## config.mk

```make
export PLATFORM = sky130hd
export DESIGN_NAME = key_matrix_scan_report_flat
export DESIGN_NICKNAME = d
export VERILOG_FILES = /design/src/design/kmsr_pkg.sv /design/src/design/kmsr_if.sv /design/src/design/kmsr_front.sv /design/src/design/kmsr_queue.sv /design/src/design/kmsr_back.sv /design/src/design/key_matrix_scan_report.sv /design/src/flat_wrapper.sv
export SDC_FILE = /design/constraint.sdc
export NUM_CORES = 1
export LEC_CHECK = 0
export ABC_CLOCK_PERIOD_IN_PS = 6500
export BUFFER_PORTS_ARGS = -buffer_cell sky130_fd_sc_hd__buf_2
export CAP_MARGIN = 15
export CORE_UTILIZATION = 59
export CTS_CLUSTER_SIZE = 30
export DETAILED_ROUTE_END_ITERATION = 7
export PLACE_DENSITY = 0.92
export SLEW_MARGIN = 5
export SYNTH_ARGS = -nofsm -noshare
export SYNTH_HDL_FRONTEND = slang
export SYNTH_SLANG_ARGS = --single-unit
```

## constraint.sdc

```tcl
create_clock -name clock -period 6.5 [get_ports clock]
set_clock_uncertainty 0.1 [all_clocks]
set_input_delay 1.3 -clock clock [delete_from_list [all_inputs] [get_ports clock]]
set_output_delay 1.3 -clock clock [all_outputs]
set_load 0.01 [all_outputs]
```

## src/design/kmsr_pkg.sv

```systemverilog
// Package for the key matrix scan report block.
// Widths, reset values and the types shared between front end, queue and back end.
// No dependencies.
package kmsr_pkg;

   localparam int KEY_MASK_W      = 6;
   localparam int CODE_W          = 8;
   localparam int CODE_FIELDS     = 6;
   localparam int COUNT_W         = 3;
   localparam int DEF_KEY_ROWS    = 2;
   localparam int DEF_KEY_COLUMNS = 3;
   localparam int DEF_REPORT_SLOTS = 6;
   localparam int QUEUE_DEPTH     = 2;
   localparam int QUEUE_PTR_W     = $clog2(QUEUE_DEPTH);
   localparam int QUEUE_CNT_W     = $clog2(QUEUE_DEPTH + 1);

   localparam logic [CODE_W-1:0] CODE_BASE_RESET = 8'd4;

   // one classified scan, handed from front end to back end
   typedef struct packed {
      logic [KEY_MASK_W-1:0] held;
      logic [KEY_MASK_W-1:0] presses;
      logic [KEY_MASK_W-1:0] releases;
   } edge_entry_type;

   typedef struct packed {
      logic not_full;
      logic not_empty;
   } queue_status_type;

endpackage

```

## src/design/kmsr_if.sv

```systemverilog
// Channel interfaces of the key matrix scan report block.
// Depends on kmsr_pkg for field widths.
interface kmsr_req_if
   import kmsr_pkg::*;
();
   logic                  valid;
   logic                  ready;
   logic [KEY_MASK_W-1:0] key_sample;

   modport source (output valid, output key_sample, input ready);
   modport sink (input valid, input key_sample, output ready);
endinterface

interface kmsr_rsp_if
   import kmsr_pkg::*;
();
   logic                  valid;
   logic                  ready;
   logic [KEY_MASK_W-1:0] held_keys;
   logic [KEY_MASK_W-1:0] new_presses;
   logic [KEY_MASK_W-1:0] releases;
   logic [CODE_W-1:0]     code_0;
   logic [CODE_W-1:0]     code_1;
   logic [CODE_W-1:0]     code_2;
   logic [CODE_W-1:0]     code_3;
   logic [CODE_W-1:0]     code_4;
   logic [CODE_W-1:0]     code_5;
   logic [COUNT_W-1:0]    code_count;
   logic                  rollover;

   modport source (output valid, output held_keys, output new_presses, output releases,
                   output code_0, output code_1, output code_2, output code_3,
                   output code_4, output code_5, output code_count, output rollover,
                   input ready);
   modport sink (input valid, input held_keys, input new_presses, input releases,
                 input code_0, input code_1, input code_2, input code_3,
                 input code_4, input code_5, input code_count, input rollover,
                 output ready);
endinterface

```

## src/design/kmsr_front.sv

```systemverilog
// Front end: takes scans, masks them to the matrix and derives press/release edges.
// Holds the held-key state. Depends on kmsr_pkg and kmsr_req_if.
module kmsr_front
   import kmsr_pkg::*;
#(
   parameter int KEY_ROWS    = DEF_KEY_ROWS,
   parameter int KEY_COLUMNS = DEF_KEY_COLUMNS
) (
   input  logic             clock,
   input  logic             reset,
   kmsr_req_if.sink         req_chan,
   input  queue_status_type q_status,
   output logic             push,
   output edge_entry_type   push_entry
);

   localparam int KEY_COUNT = KEY_ROWS * KEY_COLUMNS;
   localparam int USED_KEYS = (KEY_COUNT > KEY_MASK_W) ? KEY_MASK_W : KEY_COUNT;
   localparam logic [KEY_MASK_W-1:0] KEY_MASK =
      KEY_MASK_W'((64'd1 << USED_KEYS) - 64'd1);

   logic [KEY_MASK_W-1:0] key_state_ff;
   logic [KEY_MASK_W-1:0] key_state_in;
   logic [KEY_MASK_W-1:0] sample;

   assign req_chan.ready = q_status.not_full;
   assign push           = req_chan.valid & q_status.not_full;
   assign sample         = req_chan.key_sample & KEY_MASK;

   assign push_entry.held     = sample;
   assign push_entry.presses  = sample & ~key_state_ff;
   assign push_entry.releases = key_state_ff & ~sample;

   assign key_state_in = push ? sample : key_state_ff;

   always_ff @(posedge clock) begin
      if (reset) begin
         key_state_ff <= '0;
      end else begin
         key_state_ff <= key_state_in;
      end
   end

endmodule

```

## src/design/kmsr_queue.sv

```systemverilog
// Two-entry queue between front and back end.
// Depends on kmsr_pkg for the entry type.
module kmsr_queue
   import kmsr_pkg::*;
(
   input  logic             clock,
   input  logic             reset,
   input  logic             push,
   input  edge_entry_type   push_entry,
   input  logic             pop,
   output edge_entry_type   pop_entry,
   output queue_status_type q_status
);

   edge_entry_type            store_ff [QUEUE_DEPTH];
   logic [QUEUE_PTR_W-1:0]    wr_ptr_ff;
   logic [QUEUE_PTR_W-1:0]    wr_ptr_in;
   logic [QUEUE_PTR_W-1:0]    rd_ptr_ff;
   logic [QUEUE_PTR_W-1:0]    rd_ptr_in;
   logic [QUEUE_CNT_W-1:0]    count_ff;
   logic [QUEUE_CNT_W-1:0]    count_in;

   assign q_status.not_full  = (count_ff != QUEUE_CNT_W'(QUEUE_DEPTH));
   assign q_status.not_empty = (count_ff != '0);
   assign pop_entry          = store_ff[rd_ptr_ff];

   always_comb begin
      wr_ptr_in = wr_ptr_ff;
      rd_ptr_in = rd_ptr_ff;
      count_in  = count_ff;
      if (push) begin
         wr_ptr_in = (wr_ptr_ff == QUEUE_PTR_W'(QUEUE_DEPTH - 1)) ? '0 : wr_ptr_ff + 1'b1;
      end
      if (pop) begin
         rd_ptr_in = (rd_ptr_ff == QUEUE_PTR_W'(QUEUE_DEPTH - 1)) ? '0 : rd_ptr_ff + 1'b1;
      end
      case ({push, pop})
         2'b10:   count_in = count_ff + 1'b1;
         2'b01:   count_in = count_ff - 1'b1;
         default: count_in = count_ff;
      endcase
   end

   always_ff @(posedge clock) begin
      if (reset) begin
         wr_ptr_ff <= '0;
         rd_ptr_ff <= '0;
         count_ff  <= '0;
      end else begin
         wr_ptr_ff <= wr_ptr_in;
         rd_ptr_ff <= rd_ptr_in;
         count_ff  <= count_in;
      end
   end

   always_ff @(posedge clock) begin
      if (push) begin
         store_ff[wr_ptr_ff] <= push_entry;
      end
   end

endmodule

```

## src/design/kmsr_back.sv

```systemverilog
// Back end: builds the keyboard report from a queued scan into the output register.
// Depends on kmsr_pkg and kmsr_rsp_if.
module kmsr_back
   import kmsr_pkg::*;
#(
   parameter int REPORT_SLOTS = DEF_REPORT_SLOTS
) (
   input  logic              clock,
   input  logic              reset,
   input  logic [CODE_W-1:0] code_base,
   input  queue_status_type  q_status,
   input  edge_entry_type    pop_entry,
   output logic              pop,
   kmsr_rsp_if.source        rsp_chan
);

   localparam int SLOTS_USED = (REPORT_SLOTS > CODE_FIELDS) ? CODE_FIELDS : REPORT_SLOTS;

   logic                  rsp_valid_ff;
   logic                  rsp_valid_in;
   logic [CODE_W-1:0]     codes_ff [CODE_FIELDS];
   logic [CODE_W-1:0]     codes_in [CODE_FIELDS];
   logic [COUNT_W-1:0]    filled_in;
   logic [COUNT_W-1:0]    filled_ff;
   logic [COUNT_W-1:0]    held_cnt;
   logic                  rollover_ff;
   edge_entry_type        entry_ff;

   assign pop          = q_status.not_empty & (~rsp_valid_ff | rsp_chan.ready);
   assign rsp_valid_in = pop | (rsp_valid_ff & ~rsp_chan.ready);

   // slots fill in ascending key order
   always_comb begin
      filled_in = '0;
      held_cnt  = '0;
      for (int f = 0; f < CODE_FIELDS; f++) begin
         codes_in[f] = '0;
      end
      for (int i = 0; i < KEY_MASK_W; i++) begin
         if (pop_entry.held[i]) begin
            held_cnt = held_cnt + 1'b1;
            if (filled_in < COUNT_W'(SLOTS_USED)) begin
               codes_in[filled_in] = code_base + CODE_W'(i);
               filled_in = filled_in + 1'b1;
            end
         end
      end
   end

   always_ff @(posedge clock) begin
      if (reset) begin
         rsp_valid_ff <= 1'b0;
      end else begin
         rsp_valid_ff <= rsp_valid_in;
      end
   end

   always_ff @(posedge clock) begin
      if (pop) begin
         entry_ff    <= pop_entry;
         codes_ff    <= codes_in;
         filled_ff   <= filled_in;
         rollover_ff <= (held_cnt > COUNT_W'(SLOTS_USED));
      end
   end

   assign rsp_chan.valid       = rsp_valid_ff;
   assign rsp_chan.held_keys   = entry_ff.held;
   assign rsp_chan.new_presses = entry_ff.presses;
   assign rsp_chan.releases    = entry_ff.releases;
   assign rsp_chan.code_0      = codes_ff[0];
   assign rsp_chan.code_1      = codes_ff[1];
   assign rsp_chan.code_2      = codes_ff[2];
   assign rsp_chan.code_3      = codes_ff[3];
   assign rsp_chan.code_4      = codes_ff[4];
   assign rsp_chan.code_5      = codes_ff[5];
   assign rsp_chan.code_count  = filled_ff;
   assign rsp_chan.rollover    = rollover_ff;

endmodule

```

## src/design/key_matrix_scan_report.sv

```systemverilog
// Top level of the key matrix scan report block.
// Depends on kmsr_pkg, kmsr_if, kmsr_front, kmsr_queue and kmsr_back.
//
// Each req_chan transaction carries one full matrix scan (one bit per key).
// Each produces exactly one rsp_chan transaction: the held-key mask, newly
// pressed and released keys, up to six report codes (code base plus key
// index, lowest index first, unused slots 0), the slot count and rollover.
// csr_write_enable/csr_write_data load the code base; write it while idle.
// A scan accepted on req_chan is written into the queue, then popped into the
// output register and offered on rsp_chan from there. Throughput: one scan
// per cycle while rsp_chan does not stall, set by the edge stage in front
// and the report stage behind the two-entry queue.
// When rsp_chan stalls the output register holds, the queue fills and
// req_chan.ready drops once both queue entries are taken; it rises again in
// the cycle after the output register is drained.
// Reset (synchronous) empties queue and output register, clears the held-key
// mask to all released and sets the code base to 4.
module key_matrix_scan_report
   import kmsr_pkg::*;
#(
   parameter int KEY_ROWS     = DEF_KEY_ROWS,
   parameter int KEY_COLUMNS  = DEF_KEY_COLUMNS,
   parameter int REPORT_SLOTS = DEF_REPORT_SLOTS
) (
   input  logic              clock,
   input  logic              reset,
   kmsr_req_if.sink          req_chan,
   kmsr_rsp_if.source        rsp_chan,
   input  logic              csr_write_enable,
   input  logic [CODE_W-1:0] csr_write_data
);

   logic [CODE_W-1:0] code_base_ff;
   logic [CODE_W-1:0] code_base_in;
   queue_status_type  q_status;
   logic              push;
   logic              pop;
   edge_entry_type    push_entry;
   edge_entry_type    pop_entry;

   assign code_base_in = csr_write_enable ? csr_write_data : code_base_ff;

   always_ff @(posedge clock) begin
      if (reset) begin
         code_base_ff <= CODE_BASE_RESET;
      end else begin
         code_base_ff <= code_base_in;
      end
   end

   kmsr_front #(
      .KEY_ROWS    (KEY_ROWS),
      .KEY_COLUMNS (KEY_COLUMNS)
   ) u_front (
      .clock      (clock),
      .reset      (reset),
      .req_chan   (req_chan),
      .q_status   (q_status),
      .push       (push),
      .push_entry (push_entry)
   );

   kmsr_queue u_queue (
      .clock      (clock),
      .reset      (reset),
      .push       (push),
      .push_entry (push_entry),
      .pop        (pop),
      .pop_entry  (pop_entry),
      .q_status   (q_status)
   );

   kmsr_back #(
      .REPORT_SLOTS (REPORT_SLOTS)
   ) u_back (
      .clock     (clock),
      .reset     (reset),
      .code_base (code_base_ff),
      .q_status  (q_status),
      .pop_entry (pop_entry),
      .pop       (pop),
      .rsp_chan  (rsp_chan)
   );

endmodule
```

## src/flat_wrapper.sv

```systemverilog
// flat-port wrapper written by rule: the top's interface ports become plain ports
module key_matrix_scan_report_flat import kmsr_pkg::*;
#(
   parameter int KEY_ROWS     = DEF_KEY_ROWS,
   parameter int KEY_COLUMNS  = DEF_KEY_COLUMNS,
   parameter int REPORT_SLOTS = DEF_REPORT_SLOTS
)
  (clock, reset, csr_write_enable, csr_write_data, req_chan_valid, req_chan_key_sample, req_chan_ready, rsp_chan_valid, rsp_chan_held_keys, rsp_chan_new_presses, rsp_chan_releases, rsp_chan_code_0, rsp_chan_code_1, rsp_chan_code_2, rsp_chan_code_3, rsp_chan_code_4, rsp_chan_code_5, rsp_chan_code_count, rsp_chan_rollover, rsp_chan_ready);
  kmsr_req_if req_chan_i ();
  kmsr_rsp_if rsp_chan_i ();
  input  logic clock;
  input  logic reset;
  input  logic csr_write_enable;
  input  logic [CODE_W-1:0] csr_write_data;
  input wire logic [$bits(req_chan_i.valid)-1:0] req_chan_valid;
  input wire logic [$bits(req_chan_i.key_sample)-1:0] req_chan_key_sample;
  output wire logic [$bits(req_chan_i.ready)-1:0] req_chan_ready;
  output wire logic [$bits(rsp_chan_i.valid)-1:0] rsp_chan_valid;
  output wire logic [$bits(rsp_chan_i.held_keys)-1:0] rsp_chan_held_keys;
  output wire logic [$bits(rsp_chan_i.new_presses)-1:0] rsp_chan_new_presses;
  output wire logic [$bits(rsp_chan_i.releases)-1:0] rsp_chan_releases;
  output wire logic [$bits(rsp_chan_i.code_0)-1:0] rsp_chan_code_0;
  output wire logic [$bits(rsp_chan_i.code_1)-1:0] rsp_chan_code_1;
  output wire logic [$bits(rsp_chan_i.code_2)-1:0] rsp_chan_code_2;
  output wire logic [$bits(rsp_chan_i.code_3)-1:0] rsp_chan_code_3;
  output wire logic [$bits(rsp_chan_i.code_4)-1:0] rsp_chan_code_4;
  output wire logic [$bits(rsp_chan_i.code_5)-1:0] rsp_chan_code_5;
  output wire logic [$bits(rsp_chan_i.code_count)-1:0] rsp_chan_code_count;
  output wire logic [$bits(rsp_chan_i.rollover)-1:0] rsp_chan_rollover;
  input wire logic [$bits(rsp_chan_i.ready)-1:0] rsp_chan_ready;
  assign req_chan_i.valid = req_chan_valid;
  assign req_chan_i.key_sample = req_chan_key_sample;
  assign req_chan_ready = req_chan_i.ready;
  assign rsp_chan_valid = rsp_chan_i.valid;
  assign rsp_chan_held_keys = rsp_chan_i.held_keys;
  assign rsp_chan_new_presses = rsp_chan_i.new_presses;
  assign rsp_chan_releases = rsp_chan_i.releases;
  assign rsp_chan_code_0 = rsp_chan_i.code_0;
  assign rsp_chan_code_1 = rsp_chan_i.code_1;
  assign rsp_chan_code_2 = rsp_chan_i.code_2;
  assign rsp_chan_code_3 = rsp_chan_i.code_3;
  assign rsp_chan_code_4 = rsp_chan_i.code_4;
  assign rsp_chan_code_5 = rsp_chan_i.code_5;
  assign rsp_chan_code_count = rsp_chan_i.code_count;
  assign rsp_chan_rollover = rsp_chan_i.rollover;
  assign rsp_chan_i.ready = rsp_chan_ready;
  key_matrix_scan_report #(.KEY_ROWS(KEY_ROWS), .KEY_COLUMNS(KEY_COLUMNS), .REPORT_SLOTS(REPORT_SLOTS)) u_core (.clock(clock), .reset(reset), .req_chan(req_chan_i), .rsp_chan(rsp_chan_i), .csr_write_enable(csr_write_enable), .csr_write_data(csr_write_data));
endmodule
```

==> summary.md <==
| Metric | Value |
|---|---|
| Outcome | `completed` |
| Fraction of registers with async set or reset after synthesis | `0%` |
| Minimum setup slack among reg-to-reg paths | `1020 ps` |
| Wire length of the first global-routing pass | `29.2 mm` |
| Die width | `114 um` |
| TritonCTS buffer count | `17` |
| Critical Path End Type | `flip-flop` |
| Final critical delay including setup and external delays | `5480 ps` |
| Number of enable flip-flop cells after synthesis | `106` |
| Number of routed nets with antenna violations | `0` |
| Total gr overflow | `0` |
| Number of distinct library cells after synthesis | `74` |
| Sinks on the clock net | `126` |
| Switching share of power | `41.8%` |
| H-tree level count | `4` |
| Final hold slack | `381 ps` |
| Setup TNS | `0 ps` |
| Startpoint types | `flip-flop` |
| Layout Nets | `830` |
| Design Area, Final | `8570 um2` |
| Starting density of the core | `61.1%` |
| Initial DRC count | `933` |
| Maximum Capacitance Violations | `0` |
| Final setup vio count | `0` |
| Post-CTS setup-driven buffer insertion count | `0` |
| Total Wirelength | `18.5 mm` |
| Type of the setup path with the least slack | `flip-flop to flip-flop` |
| Share of the core filled with cells in the final layout | `70.5%` |
| Part of the total power dissipated in combinational logic | `51.4%` |
| Die area | `13000 um2` |
| Dpl cell area | `7960 um2` |
| Number of hold-slack violations in the final timing report | `0` |
| Actual transition at the worst max-transition pin | `1210 ps` |
| Net count after synthesis | `758` |
| Fmax | `182 MHz` |
| Core region area | `12200 um2` |
| Latest clock arrival within the worst-skew pair | `430 ps` |
| Critical-path maximum fanout | `16` |
| Sequential group share of total power | `28.8%` |
| Total standard cell area after synthesis | `7430 um2` |
| Max-slew violation count | `0` |
| I/O Buffers | `90` |
| Yosys warns | `0` |
| Synth Register Bits | `126` |
| Number of instances in the synthesized netlist | `721` |
| Via count of the first global-routing pass | `5549` |
| Via total after detailed routing | `6110` |
| Primary FF master, synth | `edfxtp_1` |
| Pin count of the biggest net entering global routing | `73` |
| Data required, critical path | `6540 ps` |
| Initial antenna violation count | `0` |
| Tightest Hold Check Type | `flip-flop to flip-flop` |
| Clock Tree Root | `clkbuf_16` |
| Hpwl dp | `12.5 mm` |
| Fraction of layout cells with a size suffix above 1 | `21.3%` |
| Mean number of vias per cell | `6.27` |
| Area delta synth->final | `15.4%` |
| GP Congestion | `0.953` |
| Resized cells post-CTS | `0` |
| Routed WL per cell | `19.0 um` |
| Relative slew margins | `18.0%` |
| Clock Pin Slew Worst Setup and Hold Paths | `60 ps` |
| Number of iterations in the first detailed-routing pass | `7` |
| Number of antenna diodes | `0` |
| Switching power of the nets | `2060 uW` |
| Count of pins on the block boundary | `91` |
| CTS hold repair buffers | `0` |
| # rows | `40` |
| Share of power burned in the clock network | `19.8%` |
| Mean area per synthesized cell | `10.3 um2` |
| RSZ-0062 raised after global routing | `no` |
| Overall fraction of global-route tracks in use | `29.6%` |
| VDD IR max | `0.000549 V` |
| Clock tree from TritonCTS | `done` |
| Arr. time, crit path | `5530 ps` |
| DRC errors left | `0` |
| Crit share post-route | `84.4%` |
| Sequential-to-total area share from yosys stat | `48.2%` |
| Lkg Pwr | `0.00325 uW` |
| P_int | `2880 uW` |
| Height of the die | `114 um` |
| Max clock buf depth | `2` |
| Power density of the placed cells | `576 nW/um2` |
## sequential cells by signal, summed over array words and instances (netlist names), 8 cells and up, named ones only
name,cells
u_core.u_back.rsp_chan.code_2,8
u_core.u_back.rsp_chan.code_0,8
u_core.u_back.rsp_chan.code_1,8
u_core.u_queue.store_ff,36
u_core.code_base_ff,8
u_core.u_back.rsp_chan.code_5,8
u_core.u_back.rsp_chan.code_3,8
u_core.u_back.rsp_chan.code_4,8
## logic make-up after synthesis
| group | share of synthesized area (%) |
|---|---|
| fa+ha+maj | 3.13 |
| xor+xnor | 3.92 |
| compound gates | 17.2 |
| mux | 8.37 |
| simple gates | 14.9 |
| flops | 48.2 |
| buf+inv | 4.28 |
## synthesized netlist by cell type (9+ instances only)
library cell,number,area [um2]
edfxtp_1,106,3180
nor2_1,70,263
nand2_1,59,221
a21oi_1,51,255
mux2i_1,40,400
o21ai_0,35,175
clkbuf_1,30,113
inv_1,21,78.8
dfxtp_1,20,400
xnor2_1,20,175
nand3_1,19,95.1
ha_1,17,213
nor2b_1,17,106
nor3_1,16,80.1
mux2_2,15,169
o22ai_1,13,81.3
a211oi_1,9,67.6
buf_2,9,45.0
o211ai_1,9,67.6
## cells in the final DEF, fill, tap and decap left out, types with 5 or more instances in the layout
master	instances
nand3_1	19
nor3_2	5
mux2_2	15
xor2_1	7
o21ai_0	35
nor2b_1	17
mux2i_1	40
o211ai_1	9
nand2b_1	7
xnor2_1	20
o22ai_1	13
a22oi_1	6
o221ai_1	7
nor3_1	16
clkbuf_16	17
nor2_1	70
o31ai_1	7
ha_1	17
nor4_1	5
edfxtp_1	106
or3_1	7
dfxtp_1	20
nand2_1	59
a211oi_1	9
a21oi_1	51
o21ai_1	7
buf_2	90
buf_4	9
inv_1	21
## worst paths after layout
path,from,to,cells past startpoint
max,flip-flop,u_core.u_back.rsp_chan.code_3[2],14
min reg2reg,u_core.u_front.key_state_ff[2],u_core.u_front.key_state_ff[2],2
max reg2reg,flip-flop,u_core.u_back.rsp_chan.code_3[2],14
min,u_core.u_front.key_state_ff[2],u_core.u_front.key_state_ff[2],2
## area by class of cell
cell class	count	area, um2
Tap cell	168	210
Multi-Input combinational cell	522	3540
Clock buffer	23	478
Sequential cell	126	3580
Inverter	27	111
Timing Repair Buffer	99	518
Clock inverter	9	135
Fill cell	888	3590
## power groups by stage
stage               clock network [uW]  logic [uW]  registers, uW
floorplan                            0        1780           1530
global placement                     0        2410           1430
detailed placement                   0        2470           1440
CTS                                986        2490           1430
global route                      1020        2760           1450
finish                             980        2540           1420
## metrics by stage
| stage | total power (uW) | setup WS (ps) | std cells |
|---|---|---|---|
| global route | 5230 | 580 | 974 |
| CTS | 4900 | 1060 | 974 |
| detailed placement | 3910 | 1060 | 942 |
| floorplan | 3310 | 1990 | 721 |
| global placement | 3840 | 1290 | 942 |
| finish | 4940 | 1020 | 974 |
## layer usage
layer	part of all wire, %	vias up	GRT usage (%)
li1	-	2840	-
met1	40	2815	39.9
met2	46	395	45.7
met3	11	60	8.05
met4	2.4	0	11.6
met5	0	-	0
## worst max-delay path, cell delays in order, from the launching register on
cell and delay, ps:
dfxtp_1 760, mux2i_1 920, fa_1 720, inv_1 170
ha_1 240, nand2_1 110, and3_4 260, clkinv_4 120
ha_1 360, and2_1 230, nand4_1 120, nor4_1 60
nor3_2 640, mux2i_1 260, o221ai_1 120
Power figures use the tool's default switching activity.
